`src/lbrc_pkg.sv`:
```
`timescale 1ns / 1ps
`default_nettype none
// -----------------------------------------------------------------------------
// lbrc_pkg: types and constants of the light blink rate classifier
// Item and result structs, register indexes, operation codes, mode codes.
// -----------------------------------------------------------------------------
package lbrc_pkg;

	localparam int SAMPLE_BITS  = 12;
	localparam int TIMER_BITS   = 16;
	localparam int CFG_IDX_BITS = 3;
	localparam int CFG_DATA_BITS = (SAMPLE_BITS > TIMER_BITS) ? SAMPLE_BITS : TIMER_BITS;

	// configuration register indexes
	localparam logic [CFG_IDX_BITS-1:0] REG_ON_THRESHOLD    = 3'd0;
	localparam logic [CFG_IDX_BITS-1:0] REG_OFF_THRESHOLD   = 3'd1;
	localparam logic [CFG_IDX_BITS-1:0] REG_FAST_PERIOD_MIN = 3'd2;
	localparam logic [CFG_IDX_BITS-1:0] REG_FAST_PERIOD_MAX = 3'd3;
	localparam logic [CFG_IDX_BITS-1:0] REG_SLOW_PERIOD_MIN = 3'd4;
	localparam logic [CFG_IDX_BITS-1:0] REG_SLOW_PERIOD_MAX = 3'd5;

	// register reset values
	localparam logic [SAMPLE_BITS-1:0] ON_THRESHOLD_RST    = SAMPLE_BITS'(2048);
	localparam logic [SAMPLE_BITS-1:0] OFF_THRESHOLD_RST   = SAMPLE_BITS'(1024);
	localparam logic [TIMER_BITS-1:0]  FAST_PERIOD_MIN_RST = TIMER_BITS'(200);
	localparam logic [TIMER_BITS-1:0]  FAST_PERIOD_MAX_RST = TIMER_BITS'(600);
	localparam logic [TIMER_BITS-1:0]  SLOW_PERIOD_MIN_RST = TIMER_BITS'(800);
	localparam logic [TIMER_BITS-1:0]  SLOW_PERIOD_MAX_RST = TIMER_BITS'(1600);

	// item operation codes
	localparam logic OP_TICK   = 1'b0;
	localparam logic OP_SAMPLE = 1'b1;

	// reported blink state codes
	localparam logic [1:0] BLINK_OFF  = 2'd0;
	localparam logic [1:0] BLINK_FAST = 2'd1;
	localparam logic [1:0] BLINK_SLOW = 2'd2;
	localparam logic [1:0] BLINK_BAD  = 2'd3;

	// internal classifier mode
	typedef enum logic [3:0] {
		MODE_OFF  = 4'b0001,
		MODE_FAST = 4'b0010,
		MODE_SLOW = 4'b0100,
		MODE_EDGE = 4'b1000
	} mode_t;

	typedef struct packed {
		logic                   operation;
		logic [SAMPLE_BITS-1:0] sample;
	} item_t;

	typedef struct packed {
		logic [1:0] blink_state;
		logic       light_is_on;
	} result_t;

endpackage
`default_nettype wire

```
`src/light_blink_rate_classifier_unit.sv`:
```
`timescale 1ns / 1ps
`default_nettype none
// -----------------------------------------------------------------------------
// light_blink_rate_classifier_unit: blink rate classifier for a light sensor
// Counts ticks, thresholds samples with hysteresis and classifies the period
// between rising light edges as fast, slow or off blinking.
// -----------------------------------------------------------------------------
// The block takes one item per clock cycle while item_stall is low and returns
// one result per item: a beat lands in the input register, then the
// comparator, counter and classifier update the state and write the result
// register once that register is free. Both registers move together, so
// a full result register whose beat is taken in the same cycle does not stop
// a new item. Configuration writes are always ready and take effect at once;
// write them only while no item is in flight.
module light_blink_rate_classifier_unit (
	input  wire                                clk,
	input  wire                                arst_n,
	input  wire                                item_valid,
	output logic                               item_stall,
	input  lbrc_pkg::item_t                    item,
	output logic                               result_valid,
	input  wire                                result_stall,
	output lbrc_pkg::result_t                  result,
	input  wire                                cfg_valid,
	output logic                               cfg_ready,
	input  wire [lbrc_pkg::CFG_IDX_BITS-1:0]   cfg_index,
	input  wire [lbrc_pkg::CFG_DATA_BITS-1:0]  cfg_data
);
	import lbrc_pkg::*;

	logic [SAMPLE_BITS-1:0] on_threshold_q;
	logic [SAMPLE_BITS-1:0] off_threshold_q;
	logic [TIMER_BITS-1:0]  fast_period_min_q;
	logic [TIMER_BITS-1:0]  fast_period_max_q;
	logic [TIMER_BITS-1:0]  slow_period_min_q;
	logic [TIMER_BITS-1:0]  slow_period_max_q;

	logic                   light_q;
	mode_t                  mode_q;
	logic [TIMER_BITS-1:0]  elapsed_q;

	logic                   valid_s1;
	item_t                  item_s1;

	logic                   result_free;
	logic                   advance;
	logic                   light_d;
	logic                   rising;
	logic                   timed_out;
	logic                   in_fast;
	logic                   in_slow;
	mode_t                  period_mode;
	mode_t                  mode_d;
	logic [TIMER_BITS-1:0]  elapsed_d;
	logic [1:0]             blink_d;

	// configuration port never waits
	assign cfg_ready = 1'b1;

	always_ff @(posedge clk or negedge arst_n) begin
		if (!arst_n) begin
			on_threshold_q    <= ON_THRESHOLD_RST;
			off_threshold_q   <= OFF_THRESHOLD_RST;
			fast_period_min_q <= FAST_PERIOD_MIN_RST;
			fast_period_max_q <= FAST_PERIOD_MAX_RST;
			slow_period_min_q <= SLOW_PERIOD_MIN_RST;
			slow_period_max_q <= SLOW_PERIOD_MAX_RST;
		end else if (cfg_valid && cfg_ready) begin
			case (cfg_index)
				REG_ON_THRESHOLD:    on_threshold_q    <= cfg_data[SAMPLE_BITS-1:0];
				REG_OFF_THRESHOLD:   off_threshold_q   <= cfg_data[SAMPLE_BITS-1:0];
				REG_FAST_PERIOD_MIN: fast_period_min_q <= cfg_data[TIMER_BITS-1:0];
				REG_FAST_PERIOD_MAX: fast_period_max_q <= cfg_data[TIMER_BITS-1:0];
				REG_SLOW_PERIOD_MIN: slow_period_min_q <= cfg_data[TIMER_BITS-1:0];
				REG_SLOW_PERIOD_MAX: slow_period_max_q <= cfg_data[TIMER_BITS-1:0];
				default: ;
			endcase
		end
	end

	// handshake: the input register drains whenever the result register can load
	assign result_free = !result_valid || !result_stall;
	assign advance     = valid_s1 && result_free;
	assign item_stall  = valid_s1 && !result_free;

	// hold the accepted beat in the input register
	always_ff @(posedge clk or negedge arst_n) begin
		if (!arst_n) begin
			valid_s1 <= 1'b0;
		end else if (!item_stall) begin
			valid_s1 <= item_valid;
		end
	end

	always_ff @(posedge clk) begin
		if (item_valid && !item_stall) begin
			item_s1 <= item;
		end
	end

	// hysteresis comparator: on wins when the thresholds overlap
	always_comb begin
		light_d = light_q;
		if (item_s1.sample >= on_threshold_q) begin
			light_d = 1'b1;
		end else if (item_s1.sample <= off_threshold_q) begin
			light_d = 1'b0;
		end
	end

	assign rising    = !light_q && light_d;
	assign timed_out = {1'b0, elapsed_q} >= {slow_period_max_q, 1'b0};
	assign in_fast   = (fast_period_min_q <= elapsed_q) && (elapsed_q <= fast_period_max_q);
	assign in_slow   = (slow_period_min_q <= elapsed_q) && (elapsed_q <= slow_period_max_q);

	// classify the period that just ended
	always_comb begin
		if (in_fast) begin
			period_mode = MODE_FAST;
		end else if (in_slow) begin
			period_mode = MODE_SLOW;
		end else begin
			period_mode = MODE_OFF;
		end
	end

	// advance counter and mode for this beat
	always_comb begin
		mode_d    = mode_q;
		elapsed_d = elapsed_q;
		if (item_s1.operation == OP_TICK) begin
			if (elapsed_q != '1) begin
				elapsed_d = elapsed_q + 1'b1;
			end
		end else if (mode_q == MODE_OFF) begin
			if (rising) begin
				elapsed_d = '0;
				mode_d    = MODE_EDGE;
			end
		end else if (rising) begin
			elapsed_d = '0;
			mode_d    = period_mode;
		end else if (timed_out) begin
			mode_d = MODE_OFF;
		end
	end

	// report the first-edge mode as off
	always_comb begin
		case (mode_d)
			MODE_FAST: blink_d = BLINK_FAST;
			MODE_SLOW: blink_d = BLINK_SLOW;
			default:   blink_d = BLINK_OFF;
		endcase
	end

	always_ff @(posedge clk or negedge arst_n) begin
		if (!arst_n) begin
			light_q   <= 1'b0;
			mode_q    <= MODE_OFF;
			elapsed_q <= '0;
		end else if (advance) begin
			if (item_s1.operation == OP_SAMPLE) begin
				light_q <= light_d;
			end
			mode_q    <= mode_d;
			elapsed_q <= elapsed_d;
		end
	end

	// load the result register, drop the beat once taken
	always_ff @(posedge clk or negedge arst_n) begin
		if (!arst_n) begin
			result_valid <= 1'b0;
		end else if (result_free) begin
			result_valid <= valid_s1;
		end
	end

	always_ff @(posedge clk) begin
		if (advance) begin
			result.blink_state <= blink_d;
			result.light_is_on <= (item_s1.operation == OP_SAMPLE) ? light_d : light_q;
		end
	end

	// a tick counts up by one or stays saturated
	a_tick_count: assert property (@(posedge clk) disable iff (!arst_n)
		(advance && item_s1.operation == OP_TICK) |=>
		(elapsed_q == $past(elapsed_q) + 1'b1) || ($past(elapsed_q) == '1))
		else $error("elapsed counter did not advance on a tick");

	// a rising light edge restarts the counter
	a_edge_restart: assert property (@(posedge clk) disable iff (!arst_n)
		(advance && item_s1.operation == OP_SAMPLE && rising) |=> (elapsed_q == '0))
		else $error("elapsed counter not cleared on a rising edge");

	// a processed beat shows the comparator state it leaves behind
	a_result_light: assert property (@(posedge clk) disable iff (!arst_n)
		advance |=> (result_valid && result.light_is_on == light_q))
		else $error("result light flag disagrees with the comparator");

	// the reserved blink code never leaves the block
	a_result_code: assert property (@(posedge clk) disable iff (!arst_n)
		result_valid |-> (result.blink_state != BLINK_BAD))
		else $error("reserved blink state reported");

	// only a full input register behind a stalled full result register pushes back on the item side
	a_stall_cause: assert property (@(posedge clk) disable iff (!arst_n)
		item_stall |-> (valid_s1 && result_valid && result_stall))
		else $error("item stall without a blocked result");

endmodule
`default_nettype wire

```
`config.mk`:
```
export PLATFORM = sky130hd
export DESIGN_NAME = light_blink_rate_classifier_unit
export DESIGN_NICKNAME = d
export VERILOG_FILES = /design/src/lbrc_pkg.sv /design/src/light_blink_rate_classifier_unit.sv
export SDC_FILE = /design/constraint.sdc
export NUM_CORES = 1
export LEC_CHECK = 0
export BUFFER_PORTS_ARGS = -buffer_cell sky130_fd_sc_hd__buf_2
export CAP_MARGIN = 20
export CORE_UTILIZATION = 45
export CTS_BUF_LIST = sky130_fd_sc_hd__clkbuf_8
export DETAILED_ROUTE_END_ITERATION = 10
export SYNTH_ARGS = -nofsm -noshare
export SYNTH_HDL_FRONTEND = slang
export SYNTH_SLANG_ARGS = --single-unit
export TNS_END_PERCENT = 5
```
`constraint.sdc`:
```
create_clock -name clk -period 2.6 [get_ports clk]
set_input_delay 0.39 -clock clk [delete_from_list [all_inputs] [get_ports clk]]
set_output_delay 0.39 -clock clk [all_outputs]
set_load 0.005 [all_outputs]
```
==> impl_metrics.csv, run 1 <==
group,metric,value,unit
sta,skew,0.0119,ns
routing,vias,5600,
die,fp.dieH,131,µm
global_route,antenna_found_initial,0,
sta,worst_pin_slew,0.673,ns
finish,multi_input_area,0.00389,mm²
sta,fmax,397,MHz
placement,dp_hpwl,13900,µm
synth,syn_area_per_cell,10.6,µm²
routing,remaining_drc_errors,0,
routing,route.met3.wl,715,µm
critical_path,arrival,2.78,ns
clock_network,cts_buffers,17,
finish,fill_cells,1460,
sta,setup_viol,0,
routing,ant_nets,0,
routing,wl_met2,8700,µm
pwr,p_per_area,723,mW/mm²
clock_network,insertion_delay,0.44,ns
synth,synthMuxAreaShare,9.96,%
global_route,grt.overflow.total,0,
synth,yosysMostFrequentCell,"ha_1",
synth,post_synth_instance_area,0.00745,mm²
synth,syn-instance-count,701,
finish,layout-drive-gt1-share,25.9,%
sta,maxSlewViolCount,0,
critical_path,cpPeakStageDelay,0.53,ns
synth,ys_top_cells_by_count,"ha_1 (104), dfrtp_1 (95), inv_1 (74)",
clock_network,cts_tree,"done",
synth,synth.top_cell.area_share,31.9,%
die,ios,43,
run_status,status,"finished, final reports clean",
placement,pre_cts_ws,0.0216,ns
finish,seq_area,0.00329,mm²
sta,rsz0062_at_grt,"yes",
placement,dp_cells,966,
synth,ys_types,53,
synth,synth_flop_cell,"dfrtp_1",
clock_network,htree_levels,4,
global_route,grt.total_usage,23.1,%
sta,setup-tns-final,0,ns
sta,post-route-period-util,96.8,%
die,dieArea,0.0171,mm²
critical_path,cpMaxStageDelayCell,"dfstp_2",
clock_network,cts.sinks,127,
critical_path,cp.required,2.86,ns
sta,hold_violations,0,
finish,antenna_cells,0,
synth,synth_simple_gate_area_share,11.0,%
clock_network,clkTransAtPathRegs,0.08,ns
clock_network,clockBufferDepth,2,
global_route,grt_pass1_wl,29500,µm
die,fp-row-count,46,
job,cap_violations,0,
sta,max_slew_margin,55.1,%
critical_path,path_class,"flop to flop",
synth,synth_area_leaders,"dfrtp_1 (32%), ha_1 (17%), mux2_2 (9.8%), edfxtp_1 (6.4%), dfstp_2 (5.6%)",
pwr,p_total,6.17,mW
placement,place.gp.congestion,0.907,
finish,final_cells,999,
routing,drt-pass1-iter-count,5,
die,die_w,131,µm
synth,synth_compound_area_share,12.8,%
finish,area_delta_synth_final,14.5,%
placement,io_buffers,41,
die,core-area,0.0160,mm²
critical_path,crit_chain,"inv_1 -> ha_1 -> a21o_1 -> nand3_1 -> a21oi_1 -> a211oi_2 -> o31ai_1 -> a22o_1 -> nand2b_1 -> a211oi_1",
clock_network,cts_setup_buffers,0,
routing,vias_per_cell,5.61,
global_route,grt_max_degree,50,
synth,synth-seq-cells,127,
finish,nets,911,
sta,holdWs,0.122,ns
routing,first_iter_violations,213,
die,start_util,46.6,%
synth,ys_warn_count,0,
routing,routedWlPerCell,17.9,µm
placement,placed_area,0.00808,mm²
synth,synthAdderAreaFrac,17.5,%
synth,yosysSeqAreaShare,44.0,%
synth,yosys.area.top_type,"dfrtp_1",
synth,synth_top_family_by_area,"adder cells",
routing,routed.top_layer,"met4",
critical_path,crit_path_end_kind,"flop",
sta,fin_ws,0.0820,ns
finish,fin_util,53.3,%
synth,yosys.area_share.xor_xnor,0,%
sta,period_needed,2.52,ns
pwr,ir_worst_vdd,0.000656,V
routing,drt-total-wl,17900,µm
critical_path,startpoint_type,"flop",
critical_path,cp_max_fo,2,
finish,final_area,0.00853,mm²
global_route,grt_pass1_vias,5831,
synth,syn_nets,842,
synth,synth-edff-count,16,
worst_hold_path,min_path_type,"input pin to flop",
pwr,p_leak,3.96,nW
routing,wl_met1,8150,µm
synth,synth_async_sr_flop_share,87.4,%
clock_network,cts-root-buf,"clkbuf_8",
metal layers:
layer,global-route usage (%),up-vias
li1,-,2679
met1,29.6,2787
met2,39.3,110
met3,4.93,24
met4,6.90,0
met5,0,-
registers in the layout, indices dropped and copies added, names as in the netlist:
signal             flops
off_threshold_q       12
valid_s1               1
item_s1               13
slow_period_min_q     16
fast_period_max_q     16
elapsed_q             16
fast_period_min_q     16
light_q                1
result_valid           1
slow_period_max_q     16
mode_q                 4
on_threshold_q        12
result                 3
kinds of logic (layout without fill, tap and decap cells):
family,after synthesis,count (layout)
compound gates,154,154
fa+ha+maj,104,104
buf+inv,90,172
flops,127,127
mux,66,66
other cells,1,1
simple gates,159,159
final timing paths:
path | cells after the start | slack, ns | start | endpoint
worst max register to register | 10 | 0.08 | slow_period_max_q[9] | result[2]
worst min register to register | 1 | 0.51 | slow_period_max_q[11] | slow_period_max_q[11]
worst min-delay path | 1 | 0.12 | item[3] | item_s1[3]
min in group asynchronous | 2 | 0.53 | arst_n | fast_period_min_q[13]
worst max-delay path | 10 | 0.08 | slow_period_max_q[9] | result[2]
max in group asynchronous | 3 | 1.26 | arst_n | slow_period_min_q[9]
power breakdown:
part           leakage (nW)  switching [mW]  internal, mW  total, mW
logic                  2.27           0.943         0.790       1.73
registers              1.48           0.255          2.44       2.69
clock network         0.205           0.846         0.896       1.74
total                  3.96            2.04          4.12       6.17
repair_timing:
action                                  4_1_cts  5_1_grt
endpoints found under the hold margin         3        0
resized for setup                             1       14
endpoints found under the setup margin        1       13
hold buffers                                  1        0
pin swaps                                     0        1
worst max-delay path, delay by kind of cell, from the launching register on:
family / cells / cell delay (ns)
AOI/OAI and AO/OA: 6 / 1.18
adders and majority gates: 1 / 0.32
buffers and inverters: 1 / 0.08
DFF: 1 / 0.53
and+or+nand+nor: 2 / 0.24
cell usage in the layout, fill, tap and decap left out, types with 18 or more instances in the layout:
| cell | count |
|---|---|
| ha_1 | 104 |
| dfrtp_1 | 88 |
| inv_1 | 73 |
| mux2_2 | 65 |
| nand2_1 | 51 |
| o21ai_0 | 42 |
| buf_2 | 40 |
| a21oi_1 | 36 |
| buf_4 | 23 |
| nor2_1 | 21 |
| nand4_1 | 21 |
| a21o_1 | 19 |
| nand3_1 | 19 |
| clkbuf_8 | 18 |
cell type report:
| class | count | area share (%) |
|---|---|---|
| Clock buffer | 18 | 2.90 |
| Inverter | 75 | 3.30 |
| Clock inverter | 14 | 1.83 |
| Sequential cell | 127 | 38.5 |
| Tap cell | 216 | 3.17 |
| Timing Repair Buffer | 65 | 4.72 |
| Multi-Input combinational cell | 484 | 45.5 |
(Power assumes the default switching activity.)
==> run 2: changes to the inputs <==
--- a/config.mk
+++ b/config.mk
@@ -7,6 +7,7 @@
 export LEC_CHECK = 0
 export BUFFER_PORTS_ARGS = -buffer_cell sky130_fd_sc_hd__buf_2
 export CAP_MARGIN = 20
+export CORE_ASPECT_RATIO = 1.2
 export CORE_UTILIZATION = 45
 export CTS_BUF_LIST = sky130_fd_sc_hd__clkbuf_8
 export DETAILED_ROUTE_END_ITERATION = 10
==> impl_metrics.csv, run 2 (same netlist as run 1, synthesis figures left out) <==
group,metric,value,unit
run_status,status,"finished, final reports clean",
worst_hold_path,hold_depth,1,
finish,fill_cells,1484,
clock_network,htree_levels,4,
finish,multi_input_area,0.00389,mm²
critical_path,rrSetupSlack,0.14,ns
pwr,p_leak,4.00,nW
critical_path,path_class,"flop to flop",
placement,dp_hpwl,13700,µm
sta,maxSlewViolCount,0,
die,core-area,0.0162,mm²
die,start_util,46.0,%
critical_path,r2r-start,"item_s1[2]",
clock_network,insertion_delay,0.45,ns
sta,post-route-period-util,94.7,%
job,cap_violations,0,
finish,nets,915,
critical_path,crit_chain,"ha_1 -> nand2_1 -> o21ai_0 -> a21oi_1 -> o21ai_2 -> nand2_1 -> a21o_4 -> o21ai_0 -> o21ai_0",
clock_network,cts-root-buf,"clkbuf_8",
placement,io_buffers,41,
placement,pre_cts_ws,-0.102,ns
global_route,grt_pass1_wl,29100,µm
global_route,grt.total_usage,22.5,%
finish,antenna_cells,0,
routing,routedWlPerCell,17.8,µm
clock_network,cts_tree,"done",
sta,skew,0.00761,ns
pwr,ir_worst_vdd,0.000341,V
critical_path,cpPeakStageDelay,0.42,ns
sta,fmax,406,MHz
clock_network,clkTransAtPathRegs,0.08,ns
die,fp-row-count,51,
finish,area_delta_synth_final,15.5,%
routing,vias,5530,
sta,hold_violations,0,
critical_path,cp.required,2.91,ns
sta,holdWs,0.110,ns
global_route,grt_pass1_vias,5734,
routing,vias_per_cell,5.54,
sta,worst_pin_slew,0.593,ns
worst_hold_path,min_path_type,"input pin to flop",
clock_network,cts_setup_buffers,0,
routing,drt-total-wl,17800,µm
critical_path,crit_path_end_kind,"flop",
critical_path,r2r_cells,9,
sta,setup-tns-final,0,ns
worst_hold_path,worstHoldEndpoint,"item_s1[12]",
critical_path,cp_max_fo,17,
finish,fin_util,53.1,%
clock_network,cts.sinks,127,
critical_path,arrival,2.77,ns
die,dieArea,0.0171,mm²
die,fp.dieH,143,µm
critical_path,r2r-end,"elapsed_q[6]",
finish,layout_commonest_cell,"ha_1",
global_route,grt.overflow.total,0,
sta,fin_ws,0.137,ns
die,die_w,119,µm
sta,max_slew_margin,60.5,%
critical_path,crit_top_cell,"o21ai_0",
clock_network,cts_buffers,17,
critical_path,cpMaxStageDelayCell,"edfxtp_1",
worst_hold_path,worstHoldStart,"item[12]",
routing,drt-pass1-iter-count,4,
placement,place.gp.congestion,0.893,
die,ios,43,
global_route,antenna_found_initial,0,
finish,seq_area,0.00328,mm²
sta,setup_viol,0,
sta,rsz0062_at_grt,"yes",
critical_path,cp-startpoint,"item_s1[2]",
pwr,p_total,6.37,mW
global_route,grt_max_degree,59,
finish,layout-drive-gt1-share,26.4,%
clock_network,clockBufferDepth,2,
routing,first_iter_violations,260,
pwr,p_per_area,741,mW/mm²
routing,ant_nets,0,
sta,period_needed,2.46,ns
critical_path,startpoint_type,"flop",
routing,remaining_drc_errors,0,
finish,layout_common_cells,"ha_1 (104), dfrtp_1 (90), inv_1 (71), mux2_2 (65), nand2_1 (51)",
==> run 2: changes by cell type in the layout (fill, tap and decap cells not counted), moves of 2 or more <==
| cell | change |
|---|---|
| inv_1 | -2 |
| inv_2 | +2 |
| dfrtp_2 | -2 |
| bufinv_16 | +2 |
| buf_4 | +4 |
| dfrtp_1 | +2 |
==> run 2: worst max path at each step <==
stage                         to  slack [ns]  cells after the start
CTS                    result[2]       0.006                     10
finish              elapsed_q[6]        0.14                      9
detailed placement     result[2]       -0.10                     10
floorplan              result[1]        0.34                     10
global route           result[2]       -0.02                      9
global placement       result[2]       -0.11                     10
==> run 2: final cells by class <==
type	instances	share of cell area, %
Sequential cell	127	38.2
Timing Repair Buffer	69	5.03
Clock buffer	18	2.88
Clock inverter	14	2.33
Multi-Input combinational cell	484	45.2
Tap cell	212	3.08
Inverter	75	3.27
==> run 2: metrics by stage <==
step / cells / instance area (µm²)
after floorplan: 701 / 7450
after global placement: 966 / 8100
after detailed placement: 966 / 8100
after CTS: 999 / 8570
after global routing: 999 / 8600
final: 999 / 8600
==> run 2: critical path, delay by kind of cell (launching register included) <==
family	cells	cell delay, ns
compound gates	6	1.36
flops	1	0.42
fa+ha+maj	1	0.31
simple gates	2	0.22
==> run 2: routing by layer <==
metal	global-route usage, %	part of all wire (%)	up-vias
li1	-	-	2679
met1	26.3	42	2696
met2	39.0	51	111
met3	4.47	3.4	44
met4	11.5	3.9	0
met5	0	0	-
==> run 2: report_power, final <==
| part | switching (mW) | internal (mW) | leakage, nW |
|---|---|---|---|
| registers | 0.257 | 2.44 | 1.49 |
| clock network | 0.842 | 1.09 | 0.225 |
| logic | 0.953 | 0.797 | 2.29 |
==> run 2: what timing repair did <==
action,4_1_cts,5_1_grt
gates cloned,0,0
hold endpoints to repair,29,0
hold buffers,1,0
gates resized for setup,2,15
setup endpoints to repair,2,20
pin swaps,0,2
==> run 3: changes to the inputs <==
==> constraint.sdc (replaced) <==
create_clock -name clk -period 2.3 [get_ports clk]
set_input_delay 0.345 -clock clk [delete_from_list [all_inputs] [get_ports clk]]
set_output_delay 0.345 -clock clk [all_outputs]
set_load 0.005 [all_outputs]
==> impl_metrics.csv, run 3 (same netlist as run 1, synthesis figures left out) <==
group,metric,value,unit
run_status,status,"finished with violations",
run_status,violations,"negative setup slack",
finish,nets,970,
critical_path,cp-startpoint,"elapsed_q[10]",
clock_network,clkTransAtPathRegs,0.08,ns
clock_network,cts.sinks,127,
finish,layout_commonest_cell,"ha_1",
critical_path,path_class,"flop to flop",
job,cap_violations,0,
worst_hold_path,hold_depth,1,
die,start_util,46.0,%
critical_path,r2r_cells,10,
placement,dp_hpwl,14200,µm
sta,worst_pin_slew,0.572,ns
global_route,grt_max_degree,40,
finish,fill_cells,1479,
sta,setup-tns-final,-0.316,ns
global_route,grt_pass1_vias,6020,
die,fp-row-count,51,
routing,drt-pass1-iter-count,6,
pwr,ir_worst_vdd,0.000450,V
finish,layout_common_cells,"ha_1 (99), dfrtp_1 (95), buf_4 (80), inv_1 (74), mux2_2 (65)",
worst_hold_path,min_path_type,"input pin to flop",
routing,drt-total-wl,18500,µm
global_route,grt.total_usage,23.3,%
sta,maxSlewViolCount,0,
critical_path,r2r-start,"elapsed_q[10]",
routing,remaining_drc_errors,0,
pwr,p_per_area,769,mW/mm²
critical_path,cp.required,2.57,ns
sta,setup_viol,4,
routing,first_iter_violations,210,
sta,skew,0.0140,ns
die,die_w,119,µm
die,fp.dieH,143,µm
clock_network,cts_buffers,17,
critical_path,cp_max_fo,3,
sta,rsz0062_at_grt,"yes",
clock_network,insertion_delay,0.45,ns
routing,ant_nets,0,
clock_network,htree_levels,4,
sta,fin_ws,-0.150,ns
placement,io_buffers,41,
finish,area_delta_synth_final,22.0,%
pwr,p_leak,4.27,nW
critical_path,startpoint_type,"flop",
finish,layout-drive-gt1-share,32.9,%
die,core-area,0.0162,mm²
finish,antenna_cells,0,
critical_path,crit_path_end_kind,"flop",
global_route,grt_pass1_wl,30300,µm
sta,hold_violations,0,
sta,fmax,408,MHz
routing,vias,5670,
critical_path,arrival,2.72,ns
die,ios,43,
sta,period_needed,2.45,ns
worst_hold_path,worstHoldStart,"item[12]",
global_route,grt.overflow.total,0,
sta,holdWs,0.0630,ns
global_route,antenna_found_initial,0,
clock_network,cts-root-buf,"clkbuf_8",
sta,max_slew_margin,61.8,%
sta,post-route-period-util,107,%
routing,vias_per_cell,5.38,
clock_network,clockBufferDepth,2,
clock_network,cts_tree,"done",
die,dieArea,0.0171,mm²
routing,routedWlPerCell,17.6,µm
placement,place.gp.congestion,0.906,
-- run 3: cell types whose count changed in the layout (fill, tap and decap cells not counted), sizes merged --
cell,previous run,this run
bufinv,4,0
buf,68,123
inv,81,80
clkbuf,18,19
clkinv,3,7
-- run 3: layer usage --
metal	part of all wire, %	wire length (µm)	vias to the layer above	track usage, %
met2	52	9710	93	42.7
li1	-	-	2787	-
met3	2.6	475	34	3.51
met1	42	7840	2756	27.4
met4	2.6	487	0	8.88
met5	0	0	-	0
-- run 3: layout make-up --
cell class,count,area (µm²),share of cell area [%]
Inverter,75,282,3.10
Clock buffer,19,262,2.88
Sequential cell,127,3280,36.1
Timing Repair Buffer,124,871,9.58
Multi-Input combinational cell,484,4040,44.4
Clock inverter,13,91.3,1.01
Tap cell,212,265,2.92
-- run 3: through the flow --
| step | cell area [µm²] | util, % | std cells | total power, mW | worst slack (ns) |
|---|---|---|---|---|---|
| 2_1_floorplan | 7450 | - | 701 | 4.33 | 0.0371 |
| 3_3_place_gp | 8470 | 52.3 | 1012 | 5.03 | -0.305 |
| 6_report | 9090 | 56.1 | 1054 | 6.98 | -0.150 |
| 3_5_place_dp | 8470 | 52.3 | 1012 | 5.12 | -0.374 |
| 5_1_grt | 9090 | 56.1 | 1054 | 7.46 | -0.231 |
| 4_1_cts | 8960 | 55.3 | 1050 | 6.95 | -0.158 |
-- run 3: final timing paths --
| kind | slack, ns | endpoint |
|---|---|---|
| hold / removal | 0.06 | item_s1[12] |
| setup reg to reg | -0.15 | result[1] |
| min in group asynchronous | 0.42 | fast_period_min_q[12] |
| setup / recovery | -0.15 | result[1] |
| max in group asynchronous | 1.19 | fast_period_max_q[6] |
| hold reg to reg | 0.50 | result_valid |
-- run 3: timing repair --
item | 4_1_cts | 5_1_grt
endpoints found under the hold margin | 32 | 0
pin swaps | 14 | 18
buffers inserted | 5 | 4
gates resized for setup | 17 | 22
hold buffers | 1 | 0
endpoints found under the setup margin | 22 | 24
-- run 3: power breakdown --
group / leakage [nW] / internal [mW] / switching, mW
sequential: 1.49 / 2.75 / 0.277
clock: 0.189 / 0.803 / 0.941
combinational: 2.58 / 1.06 / 1.15
-- run 3: critical path: stages (launching register included) --
cell and delay [ns]:
dfrtp_1 0.42, inv_2 0.12, ha_4 0.21, and2_4 0.14
a221o_1 0.30, a221oi_2 0.34, nor2_1 0.09, a21oi_2 0.17
nand2_1 0.09, o21a_1 0.20, a221oi_2 0.19
